[config.mk]
export PLATFORM = sky130hd
export DESIGN_NAME = bdp_cell
export DESIGN_NICKNAME = d
export VERILOG_FILES = /design/src/design/bdp_pkg.sv /design/src/design/bdp_cell.sv
export SDC_FILE = /design/constraint.sdc
export NUM_CORES = 1
export LEC_CHECK = 0
export ABC_AREA = 1
export BUFFER_PORTS_ARGS = -buffer_cell sky130_fd_sc_hd__buf_4
export CAP_MARGIN = 15
export CORE_MARGIN = 2
export CORE_UTILIZATION = 40
export CTS_BUF_LIST = sky130_fd_sc_hd__clkbuf_16
export CTS_CLUSTER_SIZE = 24
export DETAILED_ROUTE_END_ITERATION = 6
export PLACE_DENSITY = 0.6
export REMOVE_ABC_BUFFERS = 1
export SYNTH_ARGS = -nofsm -noshare
export SYNTH_HDL_FRONTEND = slang
export SYNTH_SLANG_ARGS = --single-unit
export TNS_END_PERCENT = 5
[constraint.sdc]
create_clock -name i_clk -period 5.3 [get_ports i_clk]
set_clock_uncertainty 0.1 [all_clocks]
set_input_delay 0.795 -clock i_clk [delete_from_list [all_inputs] [get_ports i_clk]]
set_output_delay 0.795 -clock i_clk [all_outputs]
set_load 0.005 [all_outputs]
[src/design/bdp_pkg.sv]
// Shared types and constants for the box downsample pyramid.
// Used by the level cell, the line RAM wiring, the top level and the checker.
package bdp_pkg;

    localparam int MAX_WIDTH  = 2048;
    localparam int MAX_LEVELS = 4;

    localparam int PIX_W   = 8;
    localparam int CFG_W   = 12;
    localparam int W_W     = $clog2(MAX_WIDTH + 1);
    localparam int SZ_W    = (W_W > CFG_W) ? W_W : CFG_W;
    localparam int LEVEL_W = $clog2(MAX_LEVELS + 1);
    localparam int LINE_AW = $clog2(MAX_WIDTH) - 1;
    localparam int LINE_DW = PIX_W + 1;
    localparam int IDX_W   = 2;

    localparam logic [CFG_W-1:0] DEF_SRC_W = CFG_W'(640);
    localparam logic [CFG_W-1:0] DEF_SRC_H = CFG_W'(480);
    localparam logic [CFG_W-1:0] DEF_TGT_W = CFG_W'(160);
    localparam logic [CFG_W-1:0] DEF_TGT_H = CFG_W'(120);

    typedef enum logic [IDX_W-1:0] {
        CFG_SRC_W = 2'd0,
        CFG_SRC_H = 2'd1,
        CFG_TGT_W = 2'd2,
        CFG_TGT_H = 2'd3
    } t_cfg_idx;

    // Word handed from one level cell to the next. With fs set, w and h carry the frame
    // sizes at this level's scale and rem the count of levels still to run.
    typedef struct packed {
        logic               fs;
        logic               has_pix;
        logic               emit;
        logic [PIX_W-1:0]   pix;
        logic               row_end;
        logic               frame_end;
        logic [W_W-1:0]     w;
        logic [CFG_W-1:0]   h;
        logic [LEVEL_W-1:0] rem;
    } t_bdp_word;

    typedef struct packed {
        logic               we;
        logic               re;
        logic [LINE_AW-1:0] addr;
        logic [LINE_DW-1:0] wdata;
    } t_line_req;

endpackage

[src/design/bdp_cell.sv]
// One pyramid level: 2x2 box average over a raster at this level's scale.
// Depends on bdp_pkg; pair sums of even rows live in an external line RAM.
module bdp_cell (
    input  logic                          i_clk,
    input  logic                          i_rst_n,
    input  logic                          i_adv,
    input  bdp_pkg::t_bdp_word            i_word,
    output bdp_pkg::t_bdp_word            o_word,
    output bdp_pkg::t_line_req            o_line_req,
    input  logic [bdp_pkg::LINE_DW-1:0]   i_line_rdata
);
    import bdp_pkg::*;

    // frame sizes and position at this level
    logic [W_W-1:0]     r_w, cur_w;
    logic [CFG_W-1:0]   r_h, cur_h;
    logic [LEVEL_W-1:0] r_rem, cur_rem;
    logic [W_W-1:0]     r_col, cur_col, n_col, col_inc;
    logic [CFG_W-1:0]   r_row, cur_row, n_row;
    logic [PIX_W-1:0]   r_held, cur_held, n_held;

    // stage A: pair formed, line RAM accessed
    t_bdp_word          r_a, n_a;
    logic               r_a_made, n_a_made;
    logic               r_a_last, n_a_last;
    logic [LINE_DW-1:0] r_a_pair, n_a_pair;
    logic               r_a_re, n_a_re;
    logic               r_a_fe, n_a_fe;

    // stage B: vertical sum done
    t_bdp_word          r_b, n_b;

    logic               work, pair_ok, wrap;
    logic [W_W-1:0]     x_next;
    logic [CFG_W-1:0]   y_next;
    logic [LINE_DW:0]   box_sum;

    always_comb begin
        cur_w    = i_word.fs ? i_word.w   : r_w;
        cur_h    = i_word.fs ? i_word.h   : r_h;
        cur_rem  = i_word.fs ? i_word.rem : r_rem;
        cur_col  = i_word.fs ? '0 : r_col;
        cur_row  = i_word.fs ? '0 : r_row;
        cur_held = i_word.fs ? '0 : r_held;

        work    = i_word.has_pix && (cur_rem != '0) && (cur_row < cur_h) && (cur_w != '0);
        pair_ok = cur_col[0] && (cur_col < {cur_w[W_W-1:1], 1'b0});
        col_inc = cur_col + W_W'(1);
        wrap    = (col_inc == cur_w);

        n_col  = cur_col;
        n_row  = cur_row;
        n_held = cur_held;
        if (work) begin
            n_col = wrap ? '0 : col_inc;
            if (wrap) begin
                n_row = cur_row + CFG_W'(1);
            end
            if (!cur_col[0]) begin
                n_held = i_word.pix;
            end
        end

        n_a_pair = {1'b0, cur_held} + {1'b0, i_word.pix};
        n_a_made = work && pair_ok && cur_row[0];
        n_a_last = (cur_rem == LEVEL_W'(1));
        x_next   = (cur_col >> 1) + W_W'(1);
        y_next   = (cur_row >> 1) + CFG_W'(1);
        n_a_re   = (x_next == (cur_w >> 1));
        n_a_fe   = n_a_re && (y_next == (cur_h >> 1));

        o_line_req.we    = i_adv && work && pair_ok && !cur_row[0];
        o_line_req.re    = i_adv && n_a_made;
        o_line_req.addr  = cur_col[LINE_AW:1];
        o_line_req.wdata = n_a_pair;

        n_a         = i_word;
        n_a.has_pix = 1'b0;
        n_a.w       = i_word.w >> 1;
        n_a.h       = i_word.h >> 1;
        n_a.rem     = (i_word.rem == '0) ? '0 : i_word.rem - LEVEL_W'(1);
    end

    always_comb begin
        box_sum = {1'b0, i_line_rdata} + {1'b0, r_a_pair};
        n_b     = r_a;
        if (r_a_made) begin
            n_b.pix = box_sum[LINE_DW:2];
            if (r_a_last) begin
                n_b.emit      = 1'b1;
                n_b.row_end   = r_a_re;
                n_b.frame_end = r_a_fe;
            end else begin
                n_b.has_pix = 1'b1;
            end
        end
    end

    always_ff @(posedge i_clk) begin
        if (!i_rst_n) begin
            r_rem    <= '0;
            r_col    <= '0;
            r_row    <= '0;
            r_held   <= '0;
            r_a      <= '0;
            r_a_made <= 1'b0;
            r_b      <= '0;
        end else if (i_adv) begin
            r_rem    <= cur_rem;
            r_col    <= n_col;
            r_row    <= n_row;
            r_held   <= n_held;
            r_a      <= n_a;
            r_a_made <= n_a_made;
            r_b      <= n_b;
        end
    end

    always_ff @(posedge i_clk) begin
        if (i_adv) begin
            r_w      <= cur_w;
            r_h      <= cur_h;
            r_a_last <= n_a_last;
            r_a_pair <= n_a_pair;
            r_a_re   <= n_a_re;
            r_a_fe   <= n_a_fe;
        end
    end

    assign o_word = r_b;

endmodule

==> results of run 1 <==
==> critical path: cells and delay by family <==
family / cells / cell delay (ns)
buffers and inverters: 4 / 0.83
AO/OA/AOI/OAI: 2 / 0.31
adder cells (fa/ha/maj): 1 / 0.30
AND/OR/NAND/NOR: 8 / 1.41
==> layout make-up <==
| class | instances | area, um^2 |
|---|---|---|
| clock buffer | 17 | 425 |
| clock inverter | 15 | 100 |
| fill | 2141 | 10900 |
| inverter | 144 | 547 |
| multi-input combinational | 868 | 4490 |
| sequential | 147 | 3300 |
| tap | 275 | 344 |
| timing repair buffer | 117 | 878 |
==> metrics by stage <==
| stage | std cells | hold WS (ns) | worst slack [ns] | utilization [%] | power (mW) |
|---|---|---|---|---|---|
| 2_1_floorplan | 1159 | 0.327 | 1.65 | - | 1.51 |
| 3_3_place_gp | 1551 | 0.340 | 0.794 | 45.5 | 1.69 |
| 3_5_place_dp | 1551 | 0.341 | 0.726 | 45.5 | 1.70 |
| 4_1_cts | 1583 | 0.351 | 0.722 | 48.0 | 2.81 |
| 5_1_grt | 1583 | 0.376 | 0.417 | 48.0 | 2.93 |
| 6_report | 1583 | 0.349 | 0.745 | 48.0 | 2.78 |
==> placed cells by master (no fill, tap or decap), types with 4 or more instances in the layout <==
cell       netlist  layout
a21oi_1        100     100
buf_4            4     117
clkbuf_16        0      17
clkinv_1         2       5
clkinv_2         0       5
dfxtp_1        111     111
edfxtp_1        36      36
ha_1            42      42
inv_1          135     137
inv_2            6       6
nand2_1        236     236
nand3_1         65      65
nand4_1         12      12
nor2_1         179     179
nor2_2          11      11
nor2_4           8       8
nor3_1           6       6
o211ai_1         6       6
o21ai_0        108     108
o21ai_1         16      16
o21ai_2          4       4
o22ai_1          4       4
or2_2           12      12
xnor2_1          8       8
xor2_1          18      18
==> flip-flops by register name (all words and copies together) (netlist names) <==
name	count
r_held	8
r_a_pair	9
r_a_made	1
r_rem	3
r_a_re	1
r_a_fe	1
r_col	12
r_row	12
r_w	12
r_h	12
n_b	26
o_word	38
r_a	11
r_a_last	1
==> cell families (layout without fill, tap and decap cells) <==
| kind of cell | count (synthesis) | after routing | synth area share (%) |
|---|---|---|---|
| other cells | 1 | 2 | 0.0436 |
| buf+inv | 195 | 293 | 9.35 |
| compound gates | 253 | 253 | 15.6 |
| mux | 1 | 1 | 0.117 |
| simple gates | 543 | 543 | 27.4 |
| flops | 147 | 147 | 38.4 |
| fa+ha+maj | 43 | 43 | 6.35 |
| xor+xnor | 26 | 26 | 2.65 |
==> layer usage <==
metal / vias up / wire length [um]
li1: 4123 / -
met1: 3589 / 11300
met2: 157 / 10500
met3: 20 / 980
met4: 0 / 248
met5: - / 0
==> final timing paths <==
kind,startpoint,endpoint,slack [ns],cells past startpoint
min,r_a[33],r_a[33],0.35,2
max reg2reg,r_h[10],r_row[2],2.23,13
min reg2reg,r_a[33],r_a[33],0.35,2
max,i_word[39],o_line_req[19],0.75,15
==> report_power, final <==
group | internal [mW] | switching (mW)
Sequential | 1.22 | 0.0312
Combinational | 0.164 | 0.255
Clock | 0.633 | 0.478
==> reports/results.tsv, run 1 <==
metric	value	unit
DR vias/cell	4.98	
WS Path Type	input pin to primary output	
Die Width	151	um
# port buffers	110	
TritonCTS buffer count	17	
fin crit share	85.9	%
row cnt	53	
worst path required time	4.41	ns
DRT Pass-1 Iters	5	
Crit-path slowest cell	buf_4	
VDD IR-drop max	195	uV
GRT overflow	0	
worst-path fanout max	37	
Post-Route WL	23000	um
Detail Route Antenna Nets	0	
Core ar.	21000	um^2
Final Max Slew Viols	0	
list of most frequent post-synthesis cells	nand2_1, nor2_1, inv_1, dfxtp_1, o21ai_0	
Total Neg Setup Slack	0	ns
Mapped Cells	1209	
Final min period	4.55	ns
RePlAce Congestion	0.896	
first-pass GRT wire length	37400	um
met2 usage	34.2	%
clock sinks	147	
flops & latches, synth	147	
routed length per instance	14.5	um
vias in the first global route	7336	
worst rel slew slack	32.8	%
Hold Path Class	flop to flop	
drc violations	0	
Mean Syn Cell Area	7.11	um^2
Crit path largest cell delay	0.39	ns
DR iter-0 viols	582	
Synth Warn #	0	
LEAKAGE	4.62	nW
clk slew on worst S/H paths	0.06	ns
PD cells	276	nW/um^2
crit-path cells	buf_4, inv_6, or2_2, o21ai_1, ha_1, nand2_1, nand2_1, a21oi_1, nand2_1, nor2_2, nand3_4, nor2_2, nand3_1, inv_1, buf_4	
clk buf depth	2	
# setup viols final	0	
share of cells above drive strength 1	14.9	%
worst-margin pin slew	1.01	ns
synth unique cells	50	
sequential fraction of the synthesis area	38.4	%
area leader, netlist	dfxtp_1	
met1 usage	28.6	%
RSZ-0062 raised after global routing	no	
top_reg_cell synth	dfxtp_1	
met3 Use GR	3.36	%
Die Ht	151	um
worst skew pair latency	0.43	ns
routed vias	7889	
CP Launch Type	input pin	
Starting Density	40.9	%
largest net degree at the start of global routing	93	
gr usage total	20.9	%
area growth from synthesis to layout	17.4	%
FMAX	0.220	GHz
Resized Gates After CTS	0	
root buffer cell	clkbuf_16	
cell mode on critical path	nand2_1	
Final #Nets	1390	
count leader, synth	nand2_1	
postcts setup bufs	0	
Critical Path End Type	primary output	
Design Area, Final	10100	um^2
status	finished, final reports clean	
Final Hold Viols	0	
hold buffers post-CTS	0	
synthesized cell area	8590	um^2
busiest grt layer	met2	
TritonCTS clock tree	done	
async set-reset flop share out of synthesis	0	%
htree depth	4	
n_diodes	0	
Post-synth EDFFs	36	
area share of the largest cell type after synthesis	25.9	%
placed cell area	9560	um^2
top post-synthesis cells by area	dfxtp_1, edfxtp_1, nand2_1, nor2_1, o21ai_0	
initial antenna violation count	0	
Max-Cap Viols	0	
crit path DAT	3.66	ns
io pins	113	
Die Area	22700	um^2
HPWL after DPL	16000	um
No activity file was read; power rests on OpenSTA's default activity.
==> inputs of run 2 (changes only) <==
- MAX_ROUTING_LAYER: not set -> met4
- PLACE_DENSITY: 0.6 -> not set
- PLACE_DENSITY_LB_ADDON: not set -> 0.2
- SETUP_SLACK_MARGIN: not set -> 0.02
==> run 2 against run 1 <==
Die area unchanged. Cell area about the same. Wire length down 1.6%. Maximum frequency up 2.7%. Sequential cell count did not move. Via count increased by 0.34%. Critical path depth shrank 1. First-iteration DRC count decreased by 42%. Register-to-register slack worse by 0.07 ns. Non-clock buffer count shrank 2. Clock power increased by 4%.
==> reports/results.tsv, run 2 (synthesis gave the netlist of run 1 again) <==
metric	value	unit	change
PD cells	279	nW/um^2	was 276 nW/um^2
routed vias	7916		was 7,889
Total Neg Setup Slack	0	ns	unchanged
LEAKAGE	4.62	nW	about the same
placed cell area	9550	um^2	was 9560 um^2
Die Ht	151	um	unchanged
TritonCTS clock tree	done		unchanged
commonest non-fill, non-tap cell in the layout	nand2_1		unchanged
crit path DAT	3.54	ns	was 3.66 ns
initial antenna violation count	0		unchanged
Detail Route Antenna Nets	0		unchanged
area growth from synthesis to layout	17.5	%	was 17.4%
Final min period	4.43	ns	was 4.55 ns
worst skew pair latency	0.43	ns	about the same
DR vias/cell	5.01		was 4.98
crit-path cells	buf_4, buf_4, o21ai_0, ha_1, nand2_1, inv_1, nand2_1, nand2_1, nand2_1, nand3_4, nor2_2, nand2_1, nor2_1, buf_4		was buf_4, inv_6, or2_2, o21ai_1, ha_1, nand2_1, nand2_1, a21oi_1, nand2_1, nor2_2, nand3_4, nor2_2, nand3_1, inv_1, buf_4
DRT Pass-1 Iters	7		was 5
Crit-path slowest cell	buf_4		unchanged
TritonCTS buffer count	17		unchanged
root buffer cell	clkbuf_16		unchanged
share of cells above drive strength 1	14.9	%	about the same
Critical Path End Type	primary output		unchanged
row cnt	53		unchanged
drc violations	0		unchanged
Final Max Slew Viols	0		unchanged
RePlAce Congestion	0.956		was 0.896
Final #Nets	1388		was 1,390
cell total after placement	1549		was 1,551
cell mode on critical path	nand2_1		unchanged
VDD IR-drop max	203	uV	was 195 uV
WS Path Type	input pin to primary output		unchanged
Crit path largest cell delay	0.53	ns	was 0.39 ns
Max-Cap Viols	0		unchanged
Resized Gates After CTS	0		unchanged
hold buffers post-CTS	0		unchanged
worst path required time	4.41	ns	about the same
fin util	48.0	%	about the same
worst-margin pin slew	0.948	ns	was 1.01 ns
gr usage total	21.0	%	was 20.9%
clk slew on worst S/H paths	0.06	ns	about the same
largest net degree at the start of global routing	92		was 93
io pins	113		unchanged
fin crit share	83.7	%	was 85.9%
CP Launch Type	input pin		unchanged
# setup viols final	0		unchanged
worst-path fanout max	45		was 37
Final Hold Viols	0		unchanged
RSZ-0062 raised after global routing	no		unchanged
GRT overflow	0		unchanged
htree depth	4		unchanged
Hold Path Class	flop to flop		unchanged
n_diodes	0		unchanged
first-pass GRT wire length	36700	um	was 37,400 um
routed length per instance	14.3	um	was 14.5 um
HPWL after DPL	15700	um	was 16,000 um
Design Area, Final	10100	um^2	about the same
worst rel slew slack	36.8	%	was 32.8%
Largest register FFs	38		unchanged
commonest non-fill, non-tap cells in the layout	nand2_1, nor2_1, inv_1		unchanged
# port buffers	110		unchanged
clock sinks	147		unchanged
Starting Density	40.9	%	unchanged
Die Width	151	um	unchanged
FMAX	0.226	GHz	was 0.220 GHz
vias in the first global route	7378		was 7,336
status	finished, final reports clean		unchanged
Core ar.	21000	um^2	unchanged
Finished Layout Cells	1581		was 1,583
postcts setup bufs	0		unchanged
Die Area	22700	um^2	unchanged
Post-Route WL	22600	um	was 23,000 um
DR iter-0 viols	339		was 582
clk buf depth	2		unchanged
## run 2: changes by cell type in the layout (fill, tap and decap cells not counted), moves of 2 or more
cell and change:
inv_4 -2, clkinv_1 -3, buf_4 -2, inv_1 +2
## run 2: final cells by class
class | count | area [um^2]
Sequential cell | 147 | 3300
Clock inverter | 14 | 100
Timing Repair Buffer | 115 | 863
Inverter | 144 | 547
Tap cell | 275 | 344
Multi-Input combinational cell | 868 | 4490
Fill cell | 2132 | 10900
Clock buffer | 18 | 450
## run 2: worst max-delay path: cells and delay by family
family / cells / cell delay (ns)
simple gates: 8 / 1.10
buf+inv: 4 / 0.96
fa+ha+maj: 1 / 0.36
compound gates: 1 / 0.32
## run 2: path summary, 6_finish.rpt
path | cells past startpoint | slack (ns) | startpoint | endpoint
max | 14 | 0.87 | i_word[39] | o_line_req[20]
min | 2 | 0.35 | r_a[33] | r_a[33]
max reg2reg | 16 | 2.16 | r_col[1] | r_row[3]
min reg2reg | 2 | 0.35 | r_a[33] | r_a[33]
## run 2: stage by stage
stage | total power, mW | hold WS [ns] | worst slack, ns
final | 2.82 | 0.352 | 0.866
after global routing | 2.96 | 0.379 | 0.702
after CTS | 2.84 | 0.352 | 0.874
after detailed placement | 1.69 | 0.342 | 0.887
after global placement | 1.69 | 0.338 | 0.958
after floorplan | 1.51 | 0.327 | 1.65
## run 2: metal layers
metal  vias to the layer above  part of all wire [%]  track usage (%)
li1                       4114                     -                -
met1                      3576                    50             27.9
met2                       200                    44             32.9
met3                        26                   4.6             3.45
met4                         0                   1.5             6.56
met5                         -                     0                -
## run 2: report_power, final
part / total (mW) / switching (mW) / leakage, nW / internal [mW]
Combinational: 0.417 / 0.254 / 3.06 / 0.163
Clock: 1.15 / 0.485 / 0.291 / 0.663
Sequential: 1.25 / 0.0313 / 1.27 / 1.22
Total: 2.82 / 0.770 / 4.62 / 2.05
